[config.mk]
export PLATFORM = sky130hd
export DESIGN_NAME = consensus_leader_election_fsm_flat
export DESIGN_NICKNAME = d
export VERILOG_FILES = /design/src/hdl/cle_pkg.sv /design/src/hdl/cle_if.sv /design/src/hdl/cle_core.sv /design/src/hdl/consensus_leader_election_fsm.sv /design/src/flat_wrapper.sv
export SDC_FILE = /design/constraint.sdc
export NUM_CORES = 1
export LEC_CHECK = 0
export BUFFER_PORTS_ARGS = -buffer_cell sky130_fd_sc_hd__buf_4
export CAP_MARGIN = 25
export CORE_MARGIN = 3
export CORE_UTILIZATION = 46
export CTS_CLUSTER_SIZE = 25
export DETAILED_ROUTE_END_ITERATION = 7
export GPL_TIMING_DRIVEN = 0
export HOLD_SLACK_MARGIN = 0.12
export PLACE_DENSITY = 0.69
export REMOVE_ABC_BUFFERS = 1
export SLEW_MARGIN = 40
export SYNTH_ARGS = -nofsm -noshare
export SYNTH_HDL_FRONTEND = slang
export SYNTH_SLANG_ARGS = --single-unit
[constraint.sdc]
create_clock -name clk -period 11 [get_ports clk]
set_input_delay 2.2 -clock clk [delete_from_list [all_inputs] [get_ports clk]]
set_output_delay 2.2 -clock clk [all_outputs]
set_load 0.02 [all_outputs]
[src/hdl/cle_pkg.sv]
// Types and constants shared by the leader election block
package cle_pkg;

  localparam int TERM_W   = 32;
  localparam int ID_W     = 4;
  localparam int FUNC_W   = 3;
  localparam int KIND_W   = 2;
  localparam int ROLE_W   = 2;
  localparam int CNT_W    = 4;
  localparam int NODE_W   = 8;
  localparam int CFG_IDX_W  = 1;
  localparam int CFG_DATA_W = 4;

  localparam int MAX_NODES = 15;

  localparam logic [FUNC_W-1:0] FUNC_START_ELECTION = 3'd0;
  localparam logic [FUNC_W-1:0] FUNC_VOTE_REQUEST   = 3'd1;
  localparam logic [FUNC_W-1:0] FUNC_VOTE_REPLY     = 3'd2;
  localparam logic [FUNC_W-1:0] FUNC_HEARTBEAT      = 3'd3;
  localparam logic [FUNC_W-1:0] FUNC_LOG_APPEND     = 3'd4;

  localparam logic [ROLE_W-1:0] ROLE_FOLLOWER  = 2'd0;
  localparam logic [ROLE_W-1:0] ROLE_CANDIDATE = 2'd1;
  localparam logic [ROLE_W-1:0] ROLE_LEADER    = 2'd2;

  localparam logic [KIND_W-1:0] KIND_VOTE_REQ   = 2'd0;
  localparam logic [KIND_W-1:0] KIND_VOTE_REPLY = 2'd1;
  localparam logic [KIND_W-1:0] KIND_HEARTBEAT  = 2'd2;

  localparam logic [CFG_IDX_W-1:0] CFG_CLUSTER_SIZE = 1'b0;
  localparam logic [CFG_IDX_W-1:0] CFG_LOCAL_ID     = 1'b1;

  localparam logic [TERM_W-1:0] TERM_MAX = {TERM_W{1'b1}};
  localparam logic [CNT_W-1:0]  VOTE_MAX = {CNT_W{1'b1}};
  localparam logic [ID_W-1:0]   ID_NONE  = '0;

  typedef struct packed {
    logic [FUNC_W-1:0] func;
    logic [TERM_W-1:0] msg_term;
    logic [ID_W-1:0]   src_node;
    logic [TERM_W-1:0] log_index;
    logic [TERM_W-1:0] log_term;
    logic              granted;
  } cle_event_t;

  typedef struct packed {
    logic [CFG_DATA_W-1:0] cluster_size;
    logic [ID_W-1:0]       local_id;
  } cle_cfg_t;

  typedef struct packed {
    logic              valid;
    logic [KIND_W-1:0] kind;
    logic [ID_W-1:0]   dest_id;
    logic [TERM_W-1:0] term;
    logic              granted;
    logic [TERM_W-1:0] last_index;
    logic [TERM_W-1:0] last_term;
    logic [ROLE_W-1:0] role;
  } cle_result_t;

endpackage

[src/hdl/cle_if.sv]
// Event and result channel interfaces of the leader election block
interface cle_in_if;
  import cle_pkg::*;
  logic              valid;
  logic              ready;
  logic [FUNC_W-1:0] func;
  logic [TERM_W-1:0] msg_term;
  logic [ID_W-1:0]   src_node;
  logic [TERM_W-1:0] log_index;
  logic [TERM_W-1:0] log_term;
  logic              granted;

  modport source (output valid, func, msg_term, src_node, log_index, log_term, granted,
                  input ready);
  modport sink   (input valid, func, msg_term, src_node, log_index, log_term, granted,
                  output ready);
endinterface

interface cle_out_if;
  import cle_pkg::*;
  logic              valid;
  logic              ready;
  logic [KIND_W-1:0] out_kind;
  logic [ID_W-1:0]   dest_id;
  logic [TERM_W-1:0] out_term;
  logic              out_granted;
  logic [TERM_W-1:0] out_last_index;
  logic [TERM_W-1:0] out_last_term;
  logic [ROLE_W-1:0] role;

  modport source (output valid, out_kind, dest_id, out_term, out_granted, out_last_index,
                  out_last_term, role, input ready);
  modport sink   (input valid, out_kind, dest_id, out_term, out_granted, out_last_index,
                  out_last_term, role, output ready);
endinterface

[src/hdl/cle_core.sv]
// Election state registers and the single-pass event update
module cle_core (
  input  logic                 clk,
  input  logic                 rst_n,
  input  logic                 en,
  input  cle_pkg::cle_event_t  evt,
  input  cle_pkg::cle_cfg_t    cfg,
  output cle_pkg::cle_result_t res
);
  import cle_pkg::*;

  logic [TERM_W-1:0] term_r, term_nxt;
  logic [ID_W-1:0]   voted_r, voted_nxt;
  logic [CNT_W-1:0]  count_r, count_nxt;
  logic [ROLE_W-1:0] role_r, role_nxt;
  logic [TERM_W-1:0] last_index_r, last_index_nxt;
  logic [TERM_W-1:0] last_term_r, last_term_nxt;

  logic [NODE_W-1:0] nodes;
  logic [NODE_W-1:0] majority;
  logic              log_ok;
  logic              grant_ok;
  logic              emit;
  logic [KIND_W-1:0] kind;
  logic [ID_W-1:0]   dest;

  always_comb begin
    if ({{(NODE_W-CFG_DATA_W){1'b0}}, cfg.cluster_size} > NODE_W'(MAX_NODES)) begin
      nodes = NODE_W'(MAX_NODES);
    end else begin
      nodes = {{(NODE_W-CFG_DATA_W){1'b0}}, cfg.cluster_size};
    end
    majority = (nodes >> 1) + NODE_W'(1);
  end

  assign log_ok = (evt.log_term > last_term_r) ||
                  ((evt.log_term == last_term_r) && (evt.log_index >= last_index_r));

  always_comb begin
    term_nxt       = term_r;
    voted_nxt      = voted_r;
    count_nxt      = count_r;
    role_nxt       = role_r;
    last_index_nxt = last_index_r;
    last_term_nxt  = last_term_r;
    emit           = 1'b0;
    kind           = KIND_HEARTBEAT;
    dest           = ID_NONE;
    grant_ok       = 1'b0;
    unique case (evt.func)
      FUNC_START_ELECTION: begin
        if (term_r != TERM_MAX) begin
          term_nxt = term_r + TERM_W'(1);
        end
        voted_nxt = cfg.local_id;
        count_nxt = CNT_W'(1);
        emit      = 1'b1;
        if (NODE_W'(1) >= majority) begin
          role_nxt = ROLE_LEADER;
          kind     = KIND_HEARTBEAT;
        end else begin
          role_nxt = ROLE_CANDIDATE;
          kind     = KIND_VOTE_REQ;
        end
      end
      FUNC_VOTE_REQUEST: begin
        if (evt.msg_term > term_r) begin
          term_nxt  = evt.msg_term;
          role_nxt  = ROLE_FOLLOWER;
          voted_nxt = ID_NONE;
        end
        grant_ok = (evt.msg_term == term_nxt) && (evt.src_node != ID_NONE) &&
                   ((voted_nxt == ID_NONE) || (voted_nxt == evt.src_node)) && log_ok;
        if (grant_ok) begin
          voted_nxt = evt.src_node;
        end
        emit = 1'b1;
        kind = KIND_VOTE_REPLY;
        dest = evt.src_node;
      end
      FUNC_VOTE_REPLY: begin
        if (evt.msg_term > term_r) begin
          term_nxt  = evt.msg_term;
          role_nxt  = ROLE_FOLLOWER;
          voted_nxt = ID_NONE;
        end else if ((role_r == ROLE_CANDIDATE) && (evt.msg_term == term_r) &&
                     evt.granted) begin
          if (count_r != VOTE_MAX) begin
            count_nxt = count_r + CNT_W'(1);
          end
          if ({{(NODE_W-CNT_W){1'b0}}, count_nxt} >= majority) begin
            role_nxt = ROLE_LEADER;
            emit     = 1'b1;
            kind     = KIND_HEARTBEAT;
          end
        end
      end
      FUNC_HEARTBEAT: begin
        if (evt.msg_term > term_r) begin
          term_nxt  = evt.msg_term;
          role_nxt  = ROLE_FOLLOWER;
          voted_nxt = ID_NONE;
        end else if ((evt.msg_term == term_r) && (role_r == ROLE_CANDIDATE)) begin
          role_nxt = ROLE_FOLLOWER;
        end
      end
      FUNC_LOG_APPEND: begin
        if (role_r == ROLE_LEADER) begin
          last_index_nxt = evt.log_index;
          last_term_nxt  = evt.log_term;
          emit           = 1'b1;
          kind           = KIND_HEARTBEAT;
        end
      end
      default: begin
      end
    endcase
  end

  always_ff @(posedge clk) begin
    if (!rst_n) begin
      term_r       <= '0;
      voted_r      <= ID_NONE;
      count_r      <= '0;
      role_r       <= ROLE_FOLLOWER;
      last_index_r <= '0;
      last_term_r  <= '0;
    end else if (en) begin
      term_r       <= term_nxt;
      voted_r      <= voted_nxt;
      count_r      <= count_nxt;
      role_r       <= role_nxt;
      last_index_r <= last_index_nxt;
      last_term_r  <= last_term_nxt;
    end
  end

  always_comb begin
    res.valid      = emit;
    res.kind       = kind;
    res.dest_id    = dest;
    res.term       = term_nxt;
    res.granted    = grant_ok;
    res.last_index = last_index_nxt;
    res.last_term  = last_term_nxt;
    res.role       = role_nxt;
  end

endmodule

[src/hdl/consensus_leader_election_fsm.sv]
// Top level of the leader election block: config registers, core and result register
//
// Election events arrive as words on in_ch (valid/ready); each accepted word updates the
// term, vote, vote count, role and last log entry as it is accepted. Events that answer
// (start election, vote request, a winning vote reply, a leader's log append) place one
// result word on out_ch, valid in the cycle after acceptance.
// Other events update state and produce no word.
// Throughput, while out_ch is not stalled, is one event per cycle, set by the single
// result register: in_ch.ready is high whenever it is empty or drained in the same cycle.
// If the receiver stalls, the pending result holds and in_ch.ready drops until out_ch.ready
// returns; no word is lost or repeated.
// Configuration: cfg_we writes cfg_wdata into the register at cfg_index (0 cluster size,
// 1 local identifier) at the clock edge; write only while idle.
// Reset (rst_n low, synchronous) clears the term, vote and log state, sets the role to
// follower, cluster size to 3, local identifier to 1, and empties the result register.
module consensus_leader_election_fsm (
  input  logic                             clk,
  input  logic                             rst_n,
  cle_in_if.sink                           in_ch,
  cle_out_if.source                        out_ch,
  input  logic                             cfg_we,
  input  logic [cle_pkg::CFG_IDX_W-1:0]    cfg_index,
  input  logic [cle_pkg::CFG_DATA_W-1:0]   cfg_wdata
);
  import cle_pkg::*;

  logic [CFG_DATA_W-1:0] cluster_size_r;
  logic [ID_W-1:0]       local_id_r;
  logic                  out_valid_r, out_valid_nxt;
  cle_result_t           res_r;
  cle_result_t           res;
  cle_event_t            evt;
  cle_cfg_t              cfg;
  logic                  in_fire;

  assign in_ch.ready = !out_valid_r || out_ch.ready;
  assign in_fire     = in_ch.valid && in_ch.ready;

  assign evt.func      = in_ch.func;
  assign evt.msg_term  = in_ch.msg_term;
  assign evt.src_node  = in_ch.src_node;
  assign evt.log_index = in_ch.log_index;
  assign evt.log_term  = in_ch.log_term;
  assign evt.granted   = in_ch.granted;

  assign cfg.cluster_size = cluster_size_r;
  assign cfg.local_id     = local_id_r;

  always_ff @(posedge clk) begin
    if (!rst_n) begin
      cluster_size_r <= CFG_DATA_W'(3);
      local_id_r     <= ID_W'(1);
    end else if (cfg_we) begin
      unique case (cfg_index)
        CFG_CLUSTER_SIZE: cluster_size_r <= cfg_wdata;
        CFG_LOCAL_ID:     local_id_r     <= cfg_wdata;
        default: begin
        end
      endcase
    end
  end

  cle_core u_core (
    .clk   (clk),
    .rst_n (rst_n),
    .en    (in_fire),
    .evt   (evt),
    .cfg   (cfg),
    .res   (res)
  );

  always_comb begin
    priority if (in_fire && res.valid) begin
      out_valid_nxt = 1'b1;
    end else if (out_ch.ready) begin
      out_valid_nxt = 1'b0;
    end else begin
      out_valid_nxt = out_valid_r;
    end
  end

  always_ff @(posedge clk) begin
    if (!rst_n) begin
      out_valid_r <= 1'b0;
    end else begin
      out_valid_r <= out_valid_nxt;
    end
  end

  // load the result word
  always_ff @(posedge clk) begin
    if (in_fire && res.valid) begin
      res_r <= res;
    end
  end

  assign out_ch.valid          = out_valid_r;
  assign out_ch.out_kind       = res_r.kind;
  assign out_ch.dest_id        = res_r.dest_id;
  assign out_ch.out_term       = res_r.term;
  assign out_ch.out_granted    = res_r.granted;
  assign out_ch.out_last_index = res_r.last_index;
  assign out_ch.out_last_term  = res_r.last_term;
  assign out_ch.role           = res_r.role;

endmodule

[src/flat_wrapper.sv]
// flat-port wrapper written by rule: the top's interface ports become plain ports
module consensus_leader_election_fsm_flat import cle_pkg::*;
  (clk, rst_n, cfg_we, cfg_index, cfg_wdata, in_ch_valid, in_ch_func, in_ch_msg_term, in_ch_src_node, in_ch_log_index, in_ch_log_term, in_ch_granted, in_ch_ready, out_ch_valid, out_ch_out_kind, out_ch_dest_id, out_ch_out_term, out_ch_out_granted, out_ch_out_last_index, out_ch_out_last_term, out_ch_role, out_ch_ready);
  cle_in_if in_ch_i ();
  cle_out_if out_ch_i ();
  input  logic clk;
  input  logic rst_n;
  input  logic cfg_we;
  input  logic [cle_pkg::CFG_IDX_W-1:0] cfg_index;
  input  logic [cle_pkg::CFG_DATA_W-1:0] cfg_wdata;
  input wire logic [$bits(in_ch_i.valid)-1:0] in_ch_valid;
  input wire logic [$bits(in_ch_i.func)-1:0] in_ch_func;
  input wire logic [$bits(in_ch_i.msg_term)-1:0] in_ch_msg_term;
  input wire logic [$bits(in_ch_i.src_node)-1:0] in_ch_src_node;
  input wire logic [$bits(in_ch_i.log_index)-1:0] in_ch_log_index;
  input wire logic [$bits(in_ch_i.log_term)-1:0] in_ch_log_term;
  input wire logic [$bits(in_ch_i.granted)-1:0] in_ch_granted;
  output wire logic [$bits(in_ch_i.ready)-1:0] in_ch_ready;
  output wire logic [$bits(out_ch_i.valid)-1:0] out_ch_valid;
  output wire logic [$bits(out_ch_i.out_kind)-1:0] out_ch_out_kind;
  output wire logic [$bits(out_ch_i.dest_id)-1:0] out_ch_dest_id;
  output wire logic [$bits(out_ch_i.out_term)-1:0] out_ch_out_term;
  output wire logic [$bits(out_ch_i.out_granted)-1:0] out_ch_out_granted;
  output wire logic [$bits(out_ch_i.out_last_index)-1:0] out_ch_out_last_index;
  output wire logic [$bits(out_ch_i.out_last_term)-1:0] out_ch_out_last_term;
  output wire logic [$bits(out_ch_i.role)-1:0] out_ch_role;
  input wire logic [$bits(out_ch_i.ready)-1:0] out_ch_ready;
  assign in_ch_i.valid = in_ch_valid;
  assign in_ch_i.func = in_ch_func;
  assign in_ch_i.msg_term = in_ch_msg_term;
  assign in_ch_i.src_node = in_ch_src_node;
  assign in_ch_i.log_index = in_ch_log_index;
  assign in_ch_i.log_term = in_ch_log_term;
  assign in_ch_i.granted = in_ch_granted;
  assign in_ch_ready = in_ch_i.ready;
  assign out_ch_valid = out_ch_i.valid;
  assign out_ch_out_kind = out_ch_i.out_kind;
  assign out_ch_dest_id = out_ch_i.dest_id;
  assign out_ch_out_term = out_ch_i.out_term;
  assign out_ch_out_granted = out_ch_i.out_granted;
  assign out_ch_out_last_index = out_ch_i.out_last_index;
  assign out_ch_out_last_term = out_ch_i.out_last_term;
  assign out_ch_role = out_ch_i.role;
  assign out_ch_i.ready = out_ch_ready;
  consensus_leader_election_fsm u_core (.clk(clk), .rst_n(rst_n), .in_ch(in_ch_i), .out_ch(out_ch_i), .cfg_we(cfg_we), .cfg_index(cfg_index), .cfg_wdata(cfg_wdata));
endmodule
==> summary.txt, run 1 <==
Run status
  – Status: finished clean

Clock tree
  – Clock buffers created by TritonCTS: 25
  – Clock Sinks: 219
  – PostCTS Resize Cnt: 0
  – Clk_lat worst skew: 530 ps
  – Clock tree from TritonCTS: done
  – Clock slew at reported path FFs: about 60 ps
  – Buffer depth of the longest clock path: 3
  – CTS Hold Bufs: 0
  – Deepest level of the CTS H-tree: 1
  – Buffer cell driving the clock tree root: sky130_fd_sc_hd__clkbuf_16
  – Post-CTS setup buffers: 0

Synthesis
  – Most used flip-flop cell after synthesis: sky130_fd_sc_hd__dfxtp_1
  – Synth top area cells: sky130_fd_sc_hd__edfxtp_1, sky130_fd_sc_hd__dfxtp_1, sky130_fd_sc_hd__ha_1, sky130_fd_sc_hd__a211oi_1, sky130_fd_sc_hd__nand2_1
  – Instance count of the mapped netlist: between 1000 and 1500
  – Cell taking the most area after synthesis: sky130_fd_sc_hd__edfxtp_1
  – Portion of the post-synthesis area used by sequential elements: 0.434
  – Yosys top cell area share: 0.252
  – Total number of yosys warnings: 0
  – Syn Area/Cell: ~9.1 um2
  – Post-Synthesis Cell Area: about 0.013 mm2
  – Share of flip-flops with an asynchronous set or reset: 0
  – #FFs+latches synth: 219
  – Post-synth EDFFs: around 110
  – Count of cell types in the netlist: 79

Critical path
  – Biggest fanout along the worst timing path: 12
  – Element type at the critical path start: input port
  – Worst Setup End Kind: register
  – Arrival @ worst endpoint: between 5000 and 6000 ps
  – Data required time of the worst path: between 10000 and 15000 ps
  – Startpoint-to-endpoint class of the critical path: in2reg

Finish
  – Most common cell after layout, fill and taps aside: sky130_fd_sc_hd__buf_4
  – Count of filler cells inserted in the layout: 2332
  – Share of layout cells above drive strength 1: 0.191
  – Number of nets in the layout: 1783
  – Flip-flop and latch area: 0.00544 mm2
  – Relative area change from synthesis to final layout: 23.1%
  – Final Non-Filler Cells: between 1500 and 2000
  – Commonest cells after routing, fill and taps aside: sky130_fd_sc_hd__buf_4, sky130_fd_sc_hd__nand2_1, sky130_fd_sc_hd__nor2_1, sky130_fd_sc_hd__dfxtp_1, sky130_fd_sc_hd__inv_1
  – Multi-input combinational cell area: roughly 0.0064 mm2
  – Diodes inserted: 0

Detailed routing
  – Overall routed net length: 36.7 mm
  – Number of vias in the routed layout: about 11000
  – Average detailed-routed wire length per instance: approximately 19 um
  – Length of the first detailed-routing pass in iterations: 5
  – Antenna Violating Nets Remaining: 0
  – DRC: 0
  – Number of vias per cell: a little under 6
  – Initial DRC Count: around 1000

GRT
  – Initial antenna violation count: 0
  – Grt total ovfl: 0
  – Vias in the first global route: about 11000
  – Global-route total usage across every layer: 0.241
  – Maximum number of pins on one net before global-route repair: between 60 and 70
  – Global-route wire length before repair: ~57 mm

Die
  – Floorplan die height: ~170 um
  – Effective utilization at floorplan: 0.474
  – Placeable core region: 0.0264 mm2
  – Number of ports placed on the die boundary: roughly 220
  – Area of the die: slightly below 0.03 mm2
  – Number of core rows: 59
  – Die width: ~170 um

Timing
  – Slew at the pin closest to its max-slew limit: around 800 ps
  – Setup tns final: 0 ps
  – Min Tclk post-route: 5360 ps
  – Final number of max-transition violations: 0
  – Final worst path period share: 0.487
  – Final Hold Violating Endpoints: 0
  – RSZ-0062 raised after global routing: no
  – Tightest slew margin relative to the limit: 0.470
  – Final count of negative-setup-slack endpoints: 0
  – Setup Skew: approximately 11 ps
  – Maximum achievable frequency: around 0.19 GHz

Worst hold path
  – Worst hold path class: reg2reg

Placement
  – Final Wtd Congestion: around 0.96
  – Post-DP HPWL: approximately 26 mm
  – Inst Count DP: 1874
  – Count of buffers inserted at the top-level ports: 220

Job
  – Max-cap check violation count: 0

Pwr
  – Largest voltage drop on the vdd net: 0.0000989 V
  – Power density cells: about 140 mW/mm2
  – Leak Pwr: 0.00589 uW
-- final cells by class --
type	count	area share
clock buffer	33	0.0445
clock inverter	13	0.00965
inverter	109	0.0273
timing repair buffer	235	0.123
multi-input combinational	976	0.416
sequential	219	0.352
tap	335	0.0272
-- cell families after synthesis --
| group | after synthesis | share of synthesized area |
|---|---|---|
| XOR/XNOR | 30 | 0.0210 |
| adder cells (fa/ha/maj) | 103 | 0.103 |
| buffers and inverters | 182 | 0.0569 |
| AO/OA/AOI/OAI | 411 | 0.218 |
| multiplexers | 8 | 0.00679 |
| AND/OR/NAND/NOR | 424 | 0.161 |
| flip-flops | 219 | 0.434 |
-- worst max-delay path, stage by stage --
cell and delay, ps:
sky130_fd_sc_hd__buf_4 140, sky130_fd_sc_hd__ha_1 320, sky130_fd_sc_hd__nand4_1 190, sky130_fd_sc_hd__nor4_1 550, sky130_fd_sc_hd__nand2_1 290, sky130_fd_sc_hd__o31ai_2 240
sky130_fd_sc_hd__nand3_1 730, sky130_fd_sc_hd__nand2_1 630, sky130_fd_sc_hd__o21a_1 230, sky130_fd_sc_hd__a21oi_1 70
-- Yosys cell counts (5+ instances only) --
cell type	count
sky130_fd_sc_hd__o221ai_1	6
sky130_fd_sc_hd__xnor2_1	26
sky130_fd_sc_hd__inv_1	109
sky130_fd_sc_hd__or3_1	11
sky130_fd_sc_hd__nand3_1	38
sky130_fd_sc_hd__a211o_1	7
sky130_fd_sc_hd__a21oi_1	77
sky130_fd_sc_hd__nor2b_1	6
sky130_fd_sc_hd__edfxtp_1	105
sky130_fd_sc_hd__a21o_1	9
sky130_fd_sc_hd__o31ai_1	11
sky130_fd_sc_hd__o22ai_1	8
sky130_fd_sc_hd__nand2b_1	5
sky130_fd_sc_hd__clkbuf_1	56
sky130_fd_sc_hd__nand4_1	31
sky130_fd_sc_hd__o211ai_1	7
sky130_fd_sc_hd__and3_1	10
sky130_fd_sc_hd__buf_2	14
sky130_fd_sc_hd__dfxtp_1	114
sky130_fd_sc_hd__nand2_1	140
sky130_fd_sc_hd__nor2_1	116
sky130_fd_sc_hd__o21ai_1	34
sky130_fd_sc_hd__ha_1	103
sky130_fd_sc_hd__o41ai_1	7
sky130_fd_sc_hd__o21ai_0	81
sky130_fd_sc_hd__a31oi_1	11
sky130_fd_sc_hd__a22oi_1	7
sky130_fd_sc_hd__o32ai_1	5
sky130_fd_sc_hd__nor3_1	24
sky130_fd_sc_hd__nor4_1	9
sky130_fd_sc_hd__and2_1	11
sky130_fd_sc_hd__a211oi_1	82
-- per-layer routing --
metal	wire [um]	track usage	vias up
met5	0	0	-
met4	964	0.0644	0
met3	3120	0.0441	70
met2	16500	0.394	481
met1	16100	0.332	5250
li1	-	-	5484
-- sequential cells by signal (all words and copies together), names as in the netlist --
name / cells
u_core.u_core.term_r: 32
u_core.out_ch.out_last_index: 32
u_core.out_ch.role: 2
u_core.local_id_r: 4
u_core.u_core.role_r: 2
u_core.out_ch.out_granted: 1
u_core.cluster_size_r: 3
u_core.out_ch.out_last_term: 32
u_core.out_ch.out_kind: 2
u_core.out_ch.dest_id: 4
u_core.u_core.voted_r: 4
u_core.u_core.count_r: 4
u_core.u_core.last_term_r: 32
u_core.u_core.last_index_r: 32
u_core.out_ch.valid: 1
u_core.out_ch.out_term: 32
-- per-stage QoR --
step | total power, uW | setup WS (ps) | cell area [um2] | utilization | hold slack (ps)
3_5_place_dp | 1300 | 5270 | 14600 | 0.552 | 454
5_1_grt | 2230 | 5530 | 15400 | 0.584 | 488
6_report | 2140 | 5640 | 15400 | 0.584 | 461
4_1_cts | 2150 | 5800 | 15400 | 0.584 | 462
3_3_place_gp | 1290 | 166 | 14300 | 0.541 | 447
2_1_floorplan | 1150 | 3190 | 12200 | - | 432
-- worst paths after layout --
check / from / end / slack [ps] / cells past startpoint
worst min-delay path: u_core.local_id_r[1] / u_core.local_id_r[1] / 460 / 2
worst max register to register: u_core.u_core.term_r[31] / u_core.out_ch.out_term[16] / 6860 / 10
worst min register to register: u_core.local_id_r[1] / u_core.local_id_r[1] / 460 / 2
worst max-delay path: in_ch_msg_term[31] / u_core.out_ch.out_term[16] / 5640 / 10
-- where the power goes --
group          total (uW)  internal, uW  switching [uW]
logic                 364           146             218
clock network         853           509             343
registers             924           900            24.0
total                2140          1560             585
(Power assumes the default switching activity.)
==> run 2, diff against run 1 <==
--- a/config.mk
+++ b/config.mk
@@ -13,7 +13,7 @@
 export DETAILED_ROUTE_END_ITERATION = 7
 export GPL_TIMING_DRIVEN = 0
 export HOLD_SLACK_MARGIN = 0.12
-export PLACE_DENSITY = 0.69
+export PLACE_DENSITY = 0.71
 export REMOVE_ABC_BUFFERS = 1
 export SLEW_MARGIN = 40
 export SYNTH_ARGS = -nofsm -noshare
==> constraint.sdc (replaced) <==
create_clock -name clk -period 4.42 [get_ports clk]
set_input_delay 0.884 -clock clk [delete_from_list [all_inputs] [get_ports clk]]
set_output_delay 0.884 -clock clk [all_outputs]
set_load 0.02 [all_outputs]
==> run 2 against run 1 <==
Compared with the run above:
- via count increased by 0.67%
- die area unchanged
- global-route usage grew 0.26 points
- non-clock buffer count shrank 1
- clock skew grew 5.8 ps
- critical path depth unchanged
- wire length rose by 0.53%
- setup slack worse by 5300 ps
- first-iteration DRC count fell by 1.4%
- critical endpoint unchanged
==> summary.txt, run 2 (same netlist as run 1, synthesis figures left out) <==
Run status
  – Status: finished clean (unchanged)

Die
  – Floorplan die height: 171 um (unchanged)
  – Area of the die: 0.0292 mm2 (unchanged)
  – Number of ports placed on the die boundary: 221 (unchanged)
  – Effective utilization at floorplan: 0.474 (unchanged)
  – Number of core rows: 59 (unchanged)
  – Placeable core region: 0.0264 mm2 (unchanged)
  – Die width: 171 um (unchanged)

Detailed routing
  – Initial DRC Count: 988 (was 1002)
  – Antenna Violating Nets Remaining: 0 (unchanged)
  – Overall routed net length: 36.9 mm (was 36.7 mm)
  – Average detailed-routed wire length per instance: 19.2 um (was 19.1 um)
  – Number of vias in the routed layout: 11361 (was 11285)
  – Length of the first detailed-routing pass in iterations: 5 (unchanged)
  – DRC: 0 (unchanged)
  – Number of vias per cell: 5.92 (was 5.88)

Pwr
  – Combinational Power Share: 0.174 (was 0.170)
  – P_int: 3770 uW (was 1560 uW)
  – Leak Pwr: 0.00586 uW (was 0.00589 uW)
  – Power share of the clock group: 0.385 (was 0.398)
  – Net switching component of the power: 1450 uW (was 585 uW)
  – Largest voltage drop on the vdd net: 0.000227 V (was 0.0000989 V)
  – Power density cells: 339 mW/mm2 (was 139 mW/mm2)
  – Switching share of power: 0.277 (was 0.273)
  – Reg power frac: 0.441 (was 0.432)

Clock tree
  – PostCTS Resize Cnt: 0 (unchanged)
  – Post-CTS setup buffers: 0 (unchanged)
  – Buffer cell driving the clock tree root: sky130_fd_sc_hd__clkbuf_16 (unchanged)
  – Clock Sinks: 219 (unchanged)
  – Deepest level of the CTS H-tree: 1 (unchanged)
  – CTS Hold Bufs: 0 (unchanged)
  – Buffer depth of the longest clock path: 3 (unchanged)
  – Clock slew at reported path FFs: 70 ps (was 60 ps)
  – Clk_lat worst skew: 530 ps (about the same)
  – Clock tree from TritonCTS: done (unchanged)
  – Clock buffers created by TritonCTS: 26 (was 25)

Timing
  – Maximum achievable frequency: 0.243 GHz
  – Worst slack on hold paths: 461 ps (about the same)
  – Tightest slew margin relative to the limit: 0.470 (about the same)
  – Final worst path period share: 0.932
  – Slew at the pin closest to its max-slew limit: 794 ps (was 792 ps)
  – Min Tclk post-route: approximately 4100 ps
  – Final number of max-transition violations: 0 (unchanged)
  – Final count of negative-setup-slack endpoints: 0 (unchanged)
  – RSZ-0062 raised after global routing: no (unchanged)
  – Setup Skew: 17.1 ps (was 11.3 ps)
  – Final Hold Violating Endpoints: 0 (unchanged)

GRT
  – Vias in the first global route: 10758 (was 10639)
  – Global-route total usage across every layer: 0.244 (was 0.241)
  – Initial antenna violation count: 0 (unchanged)
  – Grt total ovfl: 0 (unchanged)
  – Maximum number of pins on one net before global-route repair: 66 (was 68)
  – Global-route wire length before repair: 57.2 mm (was 56.7 mm)

Critical path
  – Biggest fanout along the worst timing path: 12 (unchanged)
  – Arrival @ worst endpoint: 4340 ps (was 5590 ps)
  – Worst Setup End Kind: register (unchanged)
  – Startpoint-to-endpoint class of the critical path: reg2reg (was in2reg)
  – Reg-to-reg critical path startpoint: u_core.u_core.term_r[29] (was u_core.u_core.term_r[31])
  – Cell-by-cell listing of the critical path: inv_1 -> ha_1 -> nand4_1 -> nor4_1 -> nand2_1 -> o31ai_2 -> nand3_1 -> nand2_1 -> o21a_1 -> a21oi_1 (was buf_4 -> ha_1 -> nand4_1 -> nor4_1 -> nand2_1 -> o31ai_2 -> nand3_1 -> nand2_1 -> o21a_1 -> a21oi_1)
  – Kind of cell adding the most delay to the critical path: simple AND/OR/NAND/NOR gates (unchanged)
  – Data required time of the worst path: 4640 ps (was 11230 ps)
  – Worst setup path startpoint: u_core.u_core.term_r[29] (was in_ch_msg_term[31])
  – Buffers and inverters on the worst path: 1 (unchanged)
  – Delay of the slowest cell on the worst path: 710 ps (was 730 ps)
  – Element type at the critical path start: register (was input port)
  – Cell with the biggest individual delay on the critical path: sky130_fd_sc_hd__nand3_1 (unchanged)
  – Most repeated library cell on the critical path: sky130_fd_sc_hd__nand2_1 (unchanged)

Finish
  – Relative area change from synthesis to final layout: 22.7% (was 23.1%)
  – Commonest cells after routing, fill and taps aside: sky130_fd_sc_hd__buf_4, sky130_fd_sc_hd__nand2_1, sky130_fd_sc_hd__nor2_1, sky130_fd_sc_hd__dfxtp_1, sky130_fd_sc_hd__inv_1 (unchanged)
  – Number of nets in the layout: 1783 (unchanged)
  – Share of layout cells above drive strength 1: 0.187 (was 0.191)
  – Final core occ: 0.581 (was 0.584)
  – Most common cell after layout, fill and taps aside: sky130_fd_sc_hd__buf_4 (unchanged)
  – Diodes inserted: 0 (unchanged)

Placement
  – Count of buffers inserted at the top-level ports: 220 (unchanged)
  – Post-DP HPWL: 26.2 mm (was 26.4 mm)
  – Final Wtd Congestion: 0.944 (was 0.960)

Job
  – Max-cap check violation count: 0 (unchanged)

Worst hold path
  – Hold Path Origin: u_core.local_id_r[1] (unchanged)
  – Worst hold path class: reg2reg (unchanged)
## run 2: path summary, 6_finish.rpt
check / to / slack (ps) / depth (start not counted)
max: u_core.out_ch.out_term[16] / 300 / 10
min: u_core.local_id_r[1] / 460 / 2
max reg2reg: u_core.out_ch.out_term[16] / 300 / 10
min reg2reg: u_core.local_id_r[1] / 460 / 2
## run 2: final cells by class
class,instances,area (um2)
well taps,335,419
clock buffers,39,709
repair buffers,234,1880
clock inverters,8,78.8
inverters,109,422
fillers,2336,11100
multi-input cells,976,6420
flip-flops and latches,219,5440
## run 2: worst min-delay path, delay by kind of cell (launching register included)
family           cells  cell delay [ps]
flip-flops           1              310
AND/OR/NAND/NOR      1               50
AO/OA/AOI/OAI        1               50
## run 2: per-layer routing
metal | track usage | vias up | wire length [um]
li1 | - | 5474 | -
met1 | 0.338 | 5341 | 16600
met2 | 0.390 | 462 | 16400
met3 | 0.0455 | 84 | 2890
met4 | 0.0742 | 0 | 1040
met5 | 0 | - | 0
## run 2: power by group through the flow
stage / registers (uW) / clock network [uW] / logic, uW
finish: 2300 / 2010 / 908
global route: 2310 / 2140 / 1010
CTS: 2300 / 2050 / 901
detailed placement: 2340 / 0 / 891
global placement: 2340 / 0 / 865
floorplan: 2370 / 0 / 499
## run 2: per-stage QoR
stage | instance area [um2] | std cells | setup WS, ps | power (uW) | setup TNS, ps
2_1_floorplan | 12200 | 1304 | -2070 | 2870 | -230450
3_3_place_gp | 14300 | 1859 | -5020 | 3210 | -763790
3_5_place_dp | 14600 | 1873 | 47.1 | 3230 | 0
4_1_cts | 15400 | 1920 | 459 | 5250 | 0
5_1_grt | 15400 | 1920 | 13.7 | 5460 | 0
6_report | 15400 | 1920 | 300 | 5220 | 0
==> run 3, diff against run 2 <==
--- a/config.mk
+++ b/config.mk
@@ -18,4 +18,5 @@
 export SLEW_MARGIN = 40
 export SYNTH_ARGS = -nofsm -noshare
 export SYNTH_HDL_FRONTEND = slang
+export SYNTH_HIERARCHICAL = 1
 export SYNTH_SLANG_ARGS = --single-unit
==> run 3 against run 2 <==
Compared with the run above:
- wire length fell by 1.8%
- final cell count down 4.6%
- combinational power about the same
- global-route usage fell by 0.29 points
- critical path depth increased by 3
- critical endpoint is now u_core/out_ch.out_last_term[6]
- sequential share of layout area decreased by 0.44 points
- clock power grew 5%
- total power grew 2.3%
- clock skew fell by 8.4 ps
- largest power group unchanged
==> summary.txt, run 3 <==
Critical path
  – Worst Setup End Kind: register (unchanged)
  – Cell with the biggest individual delay on the critical path: sky130_fd_sc_hd__nor4_2 (was sky130_fd_sc_hd__nand3_1)
  – Cell-by-cell listing of the critical path: inv_1 -> ha_1 -> nand4_1 -> nor4_2 -> nand4b_1 -> nor3_1 -> nand2_1 -> nand3b_1 -> nand2_1 -> nor2b_4 -> buf_16 -> buf_16 -> buf_8 (was inv_1 -> ha_1 -> nand4_1 -> nor4_1 -> nand2_1 -> o31ai_2 -> nand3_1 -> nand2_1 -> o21a_1 -> a21oi_1)
  – Data required time of the worst path: 4670 ps (was 4640 ps)
  – Worst R2R Path Depth: 13 (was 10)
  – Element type at the critical path start: register (unchanged)
  – Worst flop-to-flop path endpoint: u_core/out_ch.out_last_term[6] (was u_core.out_ch.out_term[16])
  – Arrival @ worst endpoint: 4450 ps (was 4340 ps)
  – Buffers and inverters on the worst path: 4 (was 1)
  – Biggest fanout along the worst timing path: 17 (was 12)
  – Worst setup path startpoint: u_core/u_core/term_r[31] (was u_core.u_core.term_r[29])
  – Critical path depth: 13 (was 10)
  – Delay of the slowest cell on the worst path: 600 ps (was 710 ps)
  – Reg-to-reg critical path startpoint: u_core/u_core/term_r[31] (was u_core.u_core.term_r[29])
  – Startpoint-to-endpoint class of the critical path: reg2reg (unchanged)
  – Kind of cell adding the most delay to the critical path: simple AND/OR/NAND/NOR gates (unchanged)
  – Register-to-register setup slack: 220 ps (was 300 ps)

Timing
  – Slew at the pin closest to its max-slew limit: 857 ps (was 794 ps)
  – Maximum achievable frequency: 0.238 GHz (was 0.243 GHz)
  – Final worst path period share: 0.951 (was 0.932)
  – Setup tns final: 0 ps (unchanged)
  – Final number of max-transition violations: 0 (unchanged)
  – Tightest slew margin relative to the limit: 0.428 (was 0.470)
  – Final critical-path setup slack: 216 ps (was 300 ps)
  – RSZ-0062 raised after global routing: no (unchanged)
  – Setup Skew: 8.74 ps (was 17.1 ps)
  – Final Hold Violating Endpoints: 0 (unchanged)
  – Min Tclk post-route: 4200 ps (was 4120 ps)
  – Final count of negative-setup-slack endpoints: 0 (unchanged)

Clock tree
  – Clock Sinks: 219 (unchanged)
  – Buffer cell driving the clock tree root: sky130_fd_sc_hd__clkbuf_16 (unchanged)
  – Clock slew at reported path FFs: 60 ps (was 70 ps)
  – Clk_lat worst skew: 540 ps (was 530 ps)
  – Buffer depth of the longest clock path: 3 (unchanged)
  – Deepest level of the CTS H-tree: 1 (unchanged)
  – Post-CTS setup buffers: 0 (unchanged)
  – Clock tree from TritonCTS: done (unchanged)
  – Clock buffers created by TritonCTS: 26 (unchanged)

Die
  – Area of the die: 0.0292 mm2 (about the same)
  – Effective utilization at floorplan: 0.473 (was 0.474)
  – Number of ports placed on the die boundary: 221 (unchanged)
  – Floorplan die height: 171 um (about the same)
  – Placeable core region: 0.0264 mm2 (unchanged)
  – Die width: 171 um (about the same)
  – Number of core rows: 59 (unchanged)

GRT
  – Global-route total usage across every layer: 0.241 (was 0.244)
  – Vias in the first global route: 10489 (was 10758)
  – Global-route wire length before repair: 56.8 mm (was 57.2 mm)
  – Maximum number of pins on one net before global-route repair: 60 (was 66)
  – Initial antenna violation count: 0 (unchanged)
  – Grt total ovfl: 0 (unchanged)

Placement
  – Final Wtd Congestion: 0.942 (was 0.944)
  – Post-DP HPWL: 26.1 mm (was 26.2 mm)
  – Dpl ws: -256 ps (was 47.1 ps)
  – Count of buffers inserted at the top-level ports: 220 (unchanged)
  – Inst Count DP: 1782 (was 1873)

Pwr
  – Final Total Pwr: 5340 uW (was 5220 uW)
  – Largest voltage drop on the vdd net: 0.000316 V (was 0.000227 V)
  – Power density cells: 343 mW/mm2 (was 339 mW/mm2)
  – Leak Pwr: 0.00632 uW (was 0.00586 uW)

Worst hold path
  – Hold Path Cell Cnt: 2 (unchanged)
  – Worst hold path class: reg2reg (unchanged)
  – Hold Path Origin: u_core/local_id_r[3] (was u_core.local_id_r[1])
  – Destination of the worst hold path: u_core/local_id_r[3] (was u_core.local_id_r[1])

Finish
  – Multi-input combinational cell area: 0.00647 mm2 (was 0.00642 mm2)
  – Final Non-Filler Cells: 1831 (was 1920)
  – Relative area change from synthesis to final layout: 24.4% (was 22.7%)
  – Share of layout cells above drive strength 1: 0.253 (was 0.187)
  – Flip-flop and latch area: 0.00544 mm2 (unchanged)
  – Final core occ: 0.589 (was 0.581)
  – Most common cell after layout, fill and taps aside: sky130_fd_sc_hd__buf_4 (unchanged)
  – Diodes inserted: 0 (unchanged)
  – Number of nets in the layout: 1693 (was 1783)
  – Count of filler cells inserted in the layout: 2243 (was 2336)
  – Commonest cells after routing, fill and taps aside: sky130_fd_sc_hd__buf_4, sky130_fd_sc_hd__dfxtp_1, sky130_fd_sc_hd__nor2_1 (was sky130_fd_sc_hd__buf_4, sky130_fd_sc_hd__nand2_1, sky130_fd_sc_hd__nor2_1, sky130_fd_sc_hd__dfxtp_1, sky130_fd_sc_hd__inv_1)

Detailed routing
  – Number of vias in the routed layout: 10738 (was 11361)
  – Antenna Violating Nets Remaining: 0 (unchanged)
  – DRC: 0 (unchanged)
  – Average detailed-routed wire length per instance: 19.8 um (was 19.2 um)
  – Number of vias per cell: 5.86 (was 5.92)
  – Length of the first detailed-routing pass in iterations: 7 (was 5)
  – Overall routed net length: 36.2 mm (was 36.9 mm)
  – Initial DRC Count: 938 (was 988)

Synthesis
  – Syn Area/Cell: 9.81 um2 (was 9.10 um2)
  – Post-Synthesis Cell Area: 0.0125 mm2 (about the same)
  – Total number of yosys warnings: 6 (was 0)
  – Instance count of the mapped netlist: 1276 (was 1377)

Job
  – Max-cap check violation count: 0 (unchanged)

Run status
  – Status: finished clean (unchanged)
-- run 3: cell count changes in the layout (fill, tap and decap cells not counted), moves of 8 or more --
cell	change
sky130_fd_sc_hd__a21o_1	+22
sky130_fd_sc_hd__o22ai_1	+8
sky130_fd_sc_hd__a22o_1	+11
sky130_fd_sc_hd__a32oi_1	+8
sky130_fd_sc_hd__o21ai_0	-27
sky130_fd_sc_hd__o21ai_1	-31
sky130_fd_sc_hd__a21oi_1	-16
sky130_fd_sc_hd__a211oi_1	-13
sky130_fd_sc_hd__nand3_1	-12
sky130_fd_sc_hd__o31ai_1	-9
sky130_fd_sc_hd__nand2_1	-69
sky130_fd_sc_hd__mux2_2	+62
-- run 3: how the worst max path moves through the flow --
stage / slack, ps / to
CTS: 210 / u_core/out_ch.out_term[6]
global placement: -8840 / u_core/out_ch.out_term[6]
global route: 20 / u_core/out_ch.out_last_term[11]
detailed placement: -260 / u_core/out_ch.out_term[6]
finish: 220 / u_core/out_ch.out_last_term[6]
floorplan: -4350 / u_core/out_ch.dest_id[0]
-- run 3: timing repair --
action | CTS | global route
hold buffers | 0 | 0
resized for setup | 0 | 1
setup endpoints to repair | 0 | 68
-- run 3: cell type report --
type | instances | area share
Clock inverter | 7 | 0.00563
Inverter | 111 | 0.0274
Sequential cell | 219 | 0.349
Timing Repair Buffer | 237 | 0.125
Tap cell | 335 | 0.0269
Multi-Input combinational cell | 881 | 0.416
Clock buffer | 41 | 0.0499
-- run 3: tightest hold or removal path: cells and delay by family, from the launching register on --
kind / cells / cell delay (ps)
DFF: 1 / 320
muxes: 1 / 60
and+or+nand+nor: 1 / 50
-- run 3: metrics by stage --
stage               hold slack, ps  instance area (um2)
floorplan                      435                12200
global placement               454                14300
detailed placement             457                14700
CTS                            471                15500
global route                   493                15600
finish                         478                15600
-- run 3: power by group --
group	switching, uW	internal, uW	total (uW)	leakage (uW)
combinational	515	392	907	0.00398
clock	853	1270	2120	0.000422
sequential	70.5	2240	2310	0.00192
total	1440	3900	5340	0.00632
-- run 3: layer usage --
| metal | wire length [um] | GRT usage | vias to the layer above |
|---|---|---|---|
| li1 | - | - | 5167 |
| met1 | 15800 | 0.332 | 5109 |
| met3 | 3000 | 0.0481 | 59 |
| met4 | 993 | 0.0738 | 0 |
| met5 | 0 | 0 | - |
| met2 | 16400 | 0.385 | 403 |
